==> config.mk <==
export PLATFORM = sky130hd
export DESIGN_NAME = sample_set_statistics_unit
export DESIGN_NICKNAME = d
export VERILOG_FILES = /design/src/rtl/sss_pkg.sv /design/src/rtl/sss_ctrl.sv /design/src/rtl/sss_dp.sv /design/src/rtl/sample_set_statistics_unit.sv
export SDC_FILE = /design/constraint.sdc
export NUM_CORES = 2
export LEC_CHECK = 0
export ABC_AREA = 1
export BUFFER_PORTS_ARGS = -buffer_cell sky130_fd_sc_hd__buf_4
export CAP_MARGIN = 5
export CORE_ASPECT_RATIO = 1.2
export CORE_UTILIZATION = 55
export CTS_CLUSTER_SIZE = 16
export DETAILED_ROUTE_END_ITERATION = 8
export GPL_TIMING_DRIVEN = 0
export MAX_ROUTING_LAYER = met4
export PLACE_DENSITY = 0.83
export SLEW_MARGIN = 20
export SYNTH_ARGS = -nofsm -noshare
export SYNTH_HDL_FRONTEND = slang
export SYNTH_HIERARCHICAL = 1
export SYNTH_SLANG_ARGS = --single-unit
==> constraint.sdc <==
create_clock -name clk -period 10.4 [get_ports clk]
set_clock_uncertainty 0.1 [all_clocks]
set_input_delay 2.08 -clock clk [delete_from_list [all_inputs] [get_ports clk]]
set_output_delay 2.08 -clock clk [all_outputs]
set_load 0.05 [all_outputs]
==> src/rtl/sss_pkg.sv <==
package sss_pkg;

  // set size bound and derived widths
  localparam int MAX_POINTS = 1024;
  localparam int CNT_W      = $clog2(MAX_POINTS + 1);

  localparam int VAL_W   = 24;
  localparam int SD_W    = 23;
  localparam int PT_W    = 11;

  localparam int SUM_W   = VAL_W + CNT_W - 1;
  localparam int SQ_W    = 2 * VAL_W - 1;
  localparam int SUMSQ_W = SQ_W + CNT_W;
  localparam int MSQ_W   = 2 * VAL_W;

  // shared divider and square root widths
  localparam int DIV_W   = SUMSQ_W;
  localparam int RT_W    = (DIV_W + 1) / 2;
  localparam int SQV_W   = 2 * RT_W;
  localparam int REM_W   = RT_W + 2;
  localparam int STEP_W  = $clog2(DIV_W);

  localparam logic signed [VAL_W-1:0] VAL_MAX = {1'b0, {(VAL_W-1){1'b1}}};
  localparam logic signed [VAL_W-1:0] VAL_MIN = {1'b1, {(VAL_W-1){1'b0}}};
  localparam logic [SD_W-1:0]         SD_MAX  = {SD_W{1'b1}};

  typedef struct packed {
    logic acc;
    logic div_ld_mean;
    logic div_ld_ms;
    logic div_step;
    logic sqrt_ld;
    logic sqrt_step;
    logic out_ld;
  } sss_cmd_t;

endpackage

==> src/rtl/sss_ctrl.sv <==
module sss_ctrl (
  input  logic             clk,
  input  logic             rst_n,
  input  logic             in_valid,
  input  logic             in_last_point,
  input  logic             out_stall,
  output logic             in_stall,
  output logic             out_valid,
  output sss_pkg::sss_cmd_t cmd
);

  typedef enum logic [2:0] {
    ST_IDLE,
    ST_DRAIN,
    ST_DIV_MEAN,
    ST_LD_MS,
    ST_DIV_MS,
    ST_SQ_LD,
    ST_SQRT,
    ST_DONE
  } state_t;

  state_t                     state_r, state_nxt;
  logic [sss_pkg::STEP_W-1:0] step_r, step_nxt;
  logic                       out_valid_r, out_valid_nxt;

  always_comb begin
    cmd           = '0;
    state_nxt     = state_r;
    step_nxt      = step_r;
    out_valid_nxt = out_valid_r && out_stall;
    case (state_r)
      ST_IDLE: begin
        cmd.acc = in_valid;
        if (in_valid && in_last_point) begin
          state_nxt = ST_DRAIN;
        end
      end
      ST_DRAIN: begin
        // sum of y and count are final here; squares land this cycle
        cmd.div_ld_mean = 1'b1;
        step_nxt        = sss_pkg::STEP_W'(sss_pkg::DIV_W - 1);
        state_nxt       = ST_DIV_MEAN;
      end
      ST_DIV_MEAN: begin
        cmd.div_step = 1'b1;
        if (step_r == '0) begin
          state_nxt = ST_LD_MS;
        end else begin
          step_nxt = step_r - 1'b1;
        end
      end
      ST_LD_MS: begin
        cmd.div_ld_ms = 1'b1;
        step_nxt      = sss_pkg::STEP_W'(sss_pkg::DIV_W - 1);
        state_nxt     = ST_DIV_MS;
      end
      ST_DIV_MS: begin
        cmd.div_step = 1'b1;
        if (step_r == '0) begin
          state_nxt = ST_SQ_LD;
        end else begin
          step_nxt = step_r - 1'b1;
        end
      end
      ST_SQ_LD: begin
        cmd.sqrt_ld = 1'b1;
        step_nxt    = sss_pkg::STEP_W'(sss_pkg::RT_W - 1);
        state_nxt   = ST_SQRT;
      end
      ST_SQRT: begin
        cmd.sqrt_step = 1'b1;
        if (step_r == '0) begin
          state_nxt = ST_DONE;
        end else begin
          step_nxt = step_r - 1'b1;
        end
      end
      ST_DONE: begin
        // wait for the output register to free up
        if (!out_valid_r || !out_stall) begin
          cmd.out_ld    = 1'b1;
          out_valid_nxt = 1'b1;
          state_nxt     = ST_IDLE;
        end
      end
      default: begin
        state_nxt = ST_IDLE;
      end
    endcase
  end

  always_ff @(posedge clk) begin
    if (!rst_n) begin
      state_r     <= ST_IDLE;
      step_r      <= '0;
      out_valid_r <= 1'b0;
    end else begin
      state_r     <= state_nxt;
      step_r      <= step_nxt;
      out_valid_r <= out_valid_nxt;
    end
  end

  assign in_stall  = (state_r != ST_IDLE);
  assign out_valid = out_valid_r;

endmodule

==> src/rtl/sss_dp.sv <==
module sss_dp (
  input  logic                              clk,
  input  logic                              rst_n,
  input  sss_pkg::sss_cmd_t                 cmd,
  input  logic signed [sss_pkg::VAL_W-1:0]  in_x_value,
  input  logic signed [sss_pkg::VAL_W-1:0]  in_y_value,
  output logic signed [sss_pkg::VAL_W-1:0]  out_min_x_out,
  output logic signed [sss_pkg::VAL_W-1:0]  out_max_x_out,
  output logic signed [sss_pkg::VAL_W-1:0]  out_min_y_out,
  output logic signed [sss_pkg::VAL_W-1:0]  out_max_y_out,
  output logic signed [sss_pkg::VAL_W-1:0]  out_mean_y_out,
  output logic [sss_pkg::SD_W-1:0]          out_stddev_y_out,
  output logic [sss_pkg::PT_W-1:0]          out_point_count,
  output logic                              out_count_overflow
);

  // accumulators
  logic signed [sss_pkg::VAL_W-1:0]  min_x_r, max_x_r, min_y_r, max_y_r;
  logic [sss_pkg::CNT_W-1:0]         cnt_r;
  logic signed [sss_pkg::SUM_W-1:0]  sum_r;
  logic [sss_pkg::SUMSQ_W-1:0]       sumsq_r;
  logic                              ovf_r;
  logic [sss_pkg::SQ_W-1:0]          sq_r;
  logic                              sq_vld_r;

  // divider, mean, square root
  logic [sss_pkg::DIV_W-1:0]         div_q_r;
  logic [sss_pkg::CNT_W-1:0]         div_rem_r;
  logic [sss_pkg::VAL_W-1:0]         qm_r;
  logic [sss_pkg::MSQ_W-1:0]         msq_r;
  logic [sss_pkg::SQV_W-1:0]         sqv_r;
  logic [sss_pkg::REM_W-1:0]         sq_rem_r;
  logic [sss_pkg::RT_W-1:0]          root_r;

  logic                              take;
  logic signed [2*sss_pkg::VAL_W-1:0] y_prod;
  logic [sss_pkg::CNT_W-1:0]         n_eff;
  logic [sss_pkg::SUM_W-1:0]         mag;
  logic [sss_pkg::DIV_W-1:0]         mean_dvd;
  logic [sss_pkg::CNT_W:0]           div_sh;
  logic                              div_ge;
  logic [sss_pkg::DIV_W-1:0]         var_v;
  logic [sss_pkg::REM_W+1:0]         sq_sh;
  logic [sss_pkg::REM_W+1:0]         sq_trial;
  logic                              sq_ge;
  logic [sss_pkg::VAL_W-1:0]         mean_v;
  logic [sss_pkg::SD_W-1:0]          sd_v;

  assign take   = (cnt_r < sss_pkg::CNT_W'(sss_pkg::MAX_POINTS));
  assign y_prod = in_y_value * in_y_value;

  assign n_eff    = (cnt_r == '0) ? sss_pkg::CNT_W'(1) : cnt_r;
  assign mag      = sum_r[sss_pkg::SUM_W-1] ? sss_pkg::SUM_W'(-sum_r)
                                             : sss_pkg::SUM_W'(sum_r);
  assign mean_dvd = sss_pkg::DIV_W'(mag) + sss_pkg::DIV_W'(n_eff >> 1);

  // restoring division, one quotient bit per step
  assign div_sh = {div_rem_r, div_q_r[sss_pkg::DIV_W-1]};
  assign div_ge = (div_sh >= {1'b0, n_eff});

  // div_q_r holds sumsq / n once the second division is over
  assign var_v = (div_q_r > sss_pkg::DIV_W'(msq_r))
               ? div_q_r - sss_pkg::DIV_W'(msq_r) : '0;

  // square root, two radicand bits per step
  assign sq_sh    = {sq_rem_r, sqv_r[sss_pkg::SQV_W-1 -: 2]};
  assign sq_trial = (sss_pkg::REM_W+2)'({root_r, 2'b01});
  assign sq_ge    = (sq_sh >= sq_trial);

  assign mean_v = sum_r[sss_pkg::SUM_W-1] ? (~qm_r + 1'b1) : qm_r;
  assign sd_v   = (root_r > sss_pkg::RT_W'(sss_pkg::SD_MAX)) ? sss_pkg::SD_MAX
                                                            : sss_pkg::SD_W'(root_r);

  always_ff @(posedge clk) begin
    if (!rst_n) begin
      min_x_r  <= sss_pkg::VAL_MAX;
      max_x_r  <= sss_pkg::VAL_MIN;
      min_y_r  <= sss_pkg::VAL_MAX;
      max_y_r  <= sss_pkg::VAL_MIN;
      cnt_r    <= '0;
      sum_r    <= '0;
      sumsq_r  <= '0;
      ovf_r    <= 1'b0;
      sq_vld_r <= 1'b0;
    end else begin
      sq_vld_r <= cmd.acc && take;
      if (sq_vld_r) begin
        sumsq_r <= sumsq_r + sss_pkg::SUMSQ_W'(sq_r);
      end
      if (cmd.acc) begin
        if (take) begin
          cnt_r <= cnt_r + 1'b1;
          sum_r <= sum_r + sss_pkg::SUM_W'(in_y_value);
          if (in_x_value < min_x_r) min_x_r <= in_x_value;
          if (in_x_value > max_x_r) max_x_r <= in_x_value;
          if (in_y_value < min_y_r) min_y_r <= in_y_value;
          if (in_y_value > max_y_r) max_y_r <= in_y_value;
        end else begin
          ovf_r <= 1'b1;
        end
      end
      if (cmd.out_ld) begin
        min_x_r <= sss_pkg::VAL_MAX;
        max_x_r <= sss_pkg::VAL_MIN;
        min_y_r <= sss_pkg::VAL_MAX;
        max_y_r <= sss_pkg::VAL_MIN;
        cnt_r   <= '0;
        sum_r   <= '0;
        sumsq_r <= '0;
        ovf_r   <= 1'b0;
      end
    end
  end

  always_ff @(posedge clk) begin
    sq_r  <= y_prod[sss_pkg::SQ_W-1:0];
    msq_r <= qm_r * qm_r;

    if (cmd.div_ld_mean) begin
      div_q_r   <= mean_dvd;
      div_rem_r <= '0;
    end else if (cmd.div_ld_ms) begin
      div_q_r   <= sss_pkg::DIV_W'(sumsq_r);
      div_rem_r <= '0;
      qm_r      <= div_q_r[sss_pkg::VAL_W-1:0];
    end else if (cmd.div_step) begin
      div_q_r   <= {div_q_r[sss_pkg::DIV_W-2:0], div_ge};
      div_rem_r <= div_ge ? sss_pkg::CNT_W'(div_sh - {1'b0, n_eff})
                          : sss_pkg::CNT_W'(div_sh);
    end

    if (cmd.sqrt_ld) begin
      sqv_r    <= sss_pkg::SQV_W'(var_v);
      sq_rem_r <= '0;
      root_r   <= '0;
    end else if (cmd.sqrt_step) begin
      sqv_r    <= {sqv_r[sss_pkg::SQV_W-3:0], 2'b00};
      sq_rem_r <= sq_ge ? sss_pkg::REM_W'(sq_sh - sq_trial) : sss_pkg::REM_W'(sq_sh);
      root_r   <= {root_r[sss_pkg::RT_W-2:0], sq_ge};
    end

    if (cmd.out_ld) begin
      out_min_x_out      <= min_x_r;
      out_max_x_out      <= max_x_r;
      out_min_y_out      <= min_y_r;
      out_max_y_out      <= max_y_r;
      out_mean_y_out     <= mean_v;
      out_stddev_y_out   <= sd_v;
      out_point_count    <= sss_pkg::PT_W'(cnt_r);
      out_count_overflow <= ovf_r;
    end
  end

endmodule

==> src/rtl/sample_set_statistics_unit.sv <==
// Input: a point that is not last is taken in the cycle it is offered; after the last
//   point of a set, the divider and then the square root run before the result appears.
// Throughput: one point per cycle while accumulating; the divider (58 steps,
//   used twice) and the square root (29 steps) keep the input stalled after
//   each set, longer while an earlier result still waits downstream.
// Reset: synchronous, active low; empties the set and drops any pending result.
module sample_set_statistics_unit (
  input  logic                             clk,
  input  logic                             rst_n,
  // point input channel
  input  logic                             in_valid,
  output logic                             in_stall,
  input  logic signed [sss_pkg::VAL_W-1:0] in_x_value,
  input  logic signed [sss_pkg::VAL_W-1:0] in_y_value,
  input  logic                             in_last_point,
  // result channel
  output logic                             out_valid,
  input  logic                             out_stall,
  output logic signed [sss_pkg::VAL_W-1:0] out_min_x_out,
  output logic signed [sss_pkg::VAL_W-1:0] out_max_x_out,
  output logic signed [sss_pkg::VAL_W-1:0] out_min_y_out,
  output logic signed [sss_pkg::VAL_W-1:0] out_max_y_out,
  output logic signed [sss_pkg::VAL_W-1:0] out_mean_y_out,
  output logic [sss_pkg::SD_W-1:0]         out_stddev_y_out,
  output logic [sss_pkg::PT_W-1:0]         out_point_count,
  output logic                             out_count_overflow
);

  // Point path: each accepted beat updates the extremes, the count and the
  // sum of y at once; y*y is registered and folded into the sum of squares in
  // the next cycle. A point beyond the set bound is dropped and flags overflow.
  //
  // Close of set (last point): the shared restoring divider first forms the
  // rounded mean magnitude (|sum| + n/2) / n, then sum of squares / n. The
  // mean square is subtracted (clamped at zero) and the digit-by-digit root
  // yields the deviation, saturated to the output width.
  //
  // The result lands in an output register and the accumulators clear on the
  // same edge, so the next set may stream in while the beat waits downstream.

  sss_pkg::sss_cmd_t cmd;

  sss_ctrl u_ctrl (
    .clk           (clk),
    .rst_n         (rst_n),
    .in_valid      (in_valid),
    .in_last_point (in_last_point),
    .out_stall     (out_stall),
    .in_stall      (in_stall),
    .out_valid     (out_valid),
    .cmd           (cmd)
  );

  sss_dp u_dp (
    .clk                (clk),
    .rst_n              (rst_n),
    .cmd                (cmd),
    .in_x_value         (in_x_value),
    .in_y_value         (in_y_value),
    .out_min_x_out      (out_min_x_out),
    .out_max_x_out      (out_max_x_out),
    .out_min_y_out      (out_min_y_out),
    .out_max_y_out      (out_max_y_out),
    .out_mean_y_out     (out_mean_y_out),
    .out_stddev_y_out   (out_stddev_y_out),
    .out_point_count    (out_point_count),
    .out_count_overflow (out_count_overflow)
  );

endmodule
==> impl_results.md <==
- Outcome: complete, no violations
- CP Class: in2reg
- Max Freq: 98.6 MHz
- Most frequent cell after synthesis: inv_1
- Total CTS buffers: 76
- FF-to-FF End: u_dp/msq_r[47]
- Hold Vio Cnt, Final: 0
- Vias in the first global route: 68600
- Hold Path End: u_dp/out_max_y_out[9]
- Syn Nets: 11300
- Final setup viols: 0
- Slew HR: 0.154
- Top FF cell, synth: dfxtp_1
- Routed wire length: 271000 um
- Largest net degree at the start of global routing: 60
- Core area: 138000 um2
- Drt initial violations: 5180
- Setup TNS: 0 ns
- Sink Count: 670
- Reg2reg setup slack: 1.78 ns
- Avg Inst Size Synth: 7.95 um2
- Final ANT Viol Nets: 0
- HPWL Detailed: 227000 um
- Initial antenna violation count: 2
- Starting density of the core: 0.557
- Crit path from: in_y_value[2]
- CTS Hold Bufs: 0
- Post-layout nets: 11600
- First-pass GRT wire length: 408000 um
- Proportion of layout cells with a drive suffix above 1: 0.0527
- Vias: 66200
- Worst-Skew Late Latency: 0.70 ns
- Slew Limit Fails: 0
- Drt drc: 0
- Placement Cell Area: 80800 um2
- Gp weighted congestion: 1.05
- EDFF count, synth: 295
- Required @ worst endpoint: 10.88 ns
- Rows: 149
- Crit end category: flip-flop
- RSZ-0062 raised after global routing: no
- Cell count of the worst hold path: 0
- # IOs: 210
- Top cells by area, synth: fa_1, edfxtp_1, inv_1
- Async set-reset flop share out of synthesis: 0
- Drt first pass iters: 6
- Synth top cells by count: inv_1, nand2_1, fa_1
- PostCTS Resize Cnt: 0
- Worst hold path class: reg2reg
- Mapped Area: 76800 um2
- Crit path launch type: input pin
- Hold Crit Start: u_dp/max_y_r[9]
- Post-synthesis cell count: 9657
- Clock Tree Buf Depth: 3
- H-tree Lvls: 3
- Clock Tree Root: clkbuf_16
- Vias per cell: 5.59
- Yosys warns: 6
- Synth cell types: 71
- Layout area overhead: 8.60%
- Post-CTS Setup Bufs: 0
- Max_cap viols: 0
- Worst reg2reg path depth: 26
- Worst slew pin tran: 1.26 ns
- Post-synthesis register bit count: 670
- Top cell type's share of synthesized area: 0.257
- Final Cycle Share: 0.975
- Die height: 411 um
- Overall Global Routing Usage: 0.401
- CTS tree: done
- Clk slew on worst S/H paths: 0.06 ns
- WP data arrival: 10.62 ns
- Post-layout instance area: 83400 um2
- Minimum clock period: 10.14 ns
- Synth area leader: fa_1
- Avg WL per Cell: 22.9 um
- Die area: 141000 um2
- Die width: 343 um
- IO Port Bufs: 209
- Critical-path maximum fanout: 10
- Gr ovfl total: 0
- Register area share after synthesis: 0.213
- Crit Reg-Reg Startpoint: u_dp/qm_r[11]
==> placed cells by master, fill, tap and decap left out, drive strengths merged, types with 47 or more instances in the layout <==
master / netlist / routed
inv: 2280 / 2282
nand2: 1902 / 1902
fa: 984 / 984
nor2: 760 / 760
ha: 608 / 608
a21oi: 527 / 527
o21ai: 483 / 483
dfxtp: 375 / 375
nand3: 341 / 341
clkbuf: 216 / 315
edfxtp: 295 / 295
buf: 60 / 277
xor2: 164 / 164
nand4: 117 / 117
xnor2: 110 / 110
nor3: 63 / 63
a31oi: 47 / 47
==> cells by family (layout without fill, tap and decap cells) <==
family,after synthesis,count (layout),share of synthesized area
xor+xnor,274,274,0.0312
fa+ha+maj,1592,1592,0.356
compound gates,1313,1313,0.0972
buf+inv,2563,2922,0.127
flops,670,670,0.213
other cells,0,2,0
simple gates,3245,3245,0.176
==> flip-flops by register name, indices dropped and copies added (netlist names), 23 cells and up <==
register               count
u_dp/out_stddev_y_out     23
u_dp/out_max_y_out        24
u_dp/msq_r                47
u_dp/sum_r                34
u_dp/min_x_r              24
u_dp/out_min_y_out        24
u_dp/max_x_r              24
u_dp/qm_r                 24
u_dp/sq_rem_r             31
u_dp/min_y_r              24
u_dp/out_mean_y_out       24
u_dp/sqv_r                58
u_dp/div_q_r              58
u_dp/sq_r                 46
u_dp/root_r               29
u_dp/sumsq_r              58
u_dp/out_max_x_out        24
u_dp/out_min_x_out        24
u_dp/max_y_r              24
==> per-layer routing <==
layer / up-vias / global-route usage / part of all wire
li1: 30500 / - / -
met5: - / - / 0
met4: 0 / 0.306 / 0.094
met2: 2748 / 0.670 / 0.49
met1: 32100 / 0.437 / 0.36
met3: 876 / 0.0460 / 0.061
==> worst max path at each step <==
stage          depth (start not counted)  slack (ns)             end
4_1_cts                               26        0.50   u_dp/sq_r[44]
3_5_place_dp                          26       -0.22   u_dp/sq_r[44]
2_1_floorplan                         25        1.91   u_dp/sq_r[44]
5_1_grt                               26         0.1   u_dp/sq_r[44]
6_report                              26        0.26   u_dp/sq_r[44]
3_3_place_gp                          11       -2.81  u_dp/sum_r[27]
==> worst max-delay path: stages <==
cell      delay, ns
buf_4          0.23
clkbuf_1       0.76
clkbuf_1       0.68
nand2_1        0.13
inv_1          0.10
fa_1           0.58
fa_1           0.73
inv_1          0.27
fa_1           0.91
inv_1          0.30
fa_1           0.48
fa_1           0.52
fa_1           0.56
fa_1           0.41
ha_1           0.37
a21oi_1        0.18
inv_1          0.06
a31oi_1        0.22
o21ai_0        0.14
a21oi_1        0.14
nand3_1        0.23
a21o_1         0.26
nand2_1        0.09
nand2_1        0.05
nand2_1        0.06
nand2_1        0.04
==> area by class of cell <==
class / instances / area [um2]
Antenna cell: 2 / 5.00
Buffer: 276 / 1150
Clock buffer: 99 / 2080
Clock inverter: 43 / 485
Fill cell: 12500 / 54600
Inverter: 2287 / 8590
Multi-Input combinational cell: 6424 / 50700
Sequential cell: 670 / 16400
Tap cell: 1812 / 2270
Timing Repair Buffer: 217 / 1740
==> through the flow <==
stage | util | hold WS (ns) | worst slack (ns) | instances
2_1_floorplan | - | 0.308 | 1.91 | 9657
3_3_place_gp | 0.585 | 0.310 | -2.81 | 11700
3_5_place_dp | 0.586 | 0.315 | -0.224 | 11700
4_1_cts | 0.604 | 0.324 | 0.505 | 11800
5_1_grt | 0.605 | 0.338 | 0.0972 | 11800
6_report | 0.605 | 0.322 | 0.259 | 11800
Power is left out: the tool's default activity adds up to more than one toggle a clock period on the data nets, which glitch-free logic cannot reach.
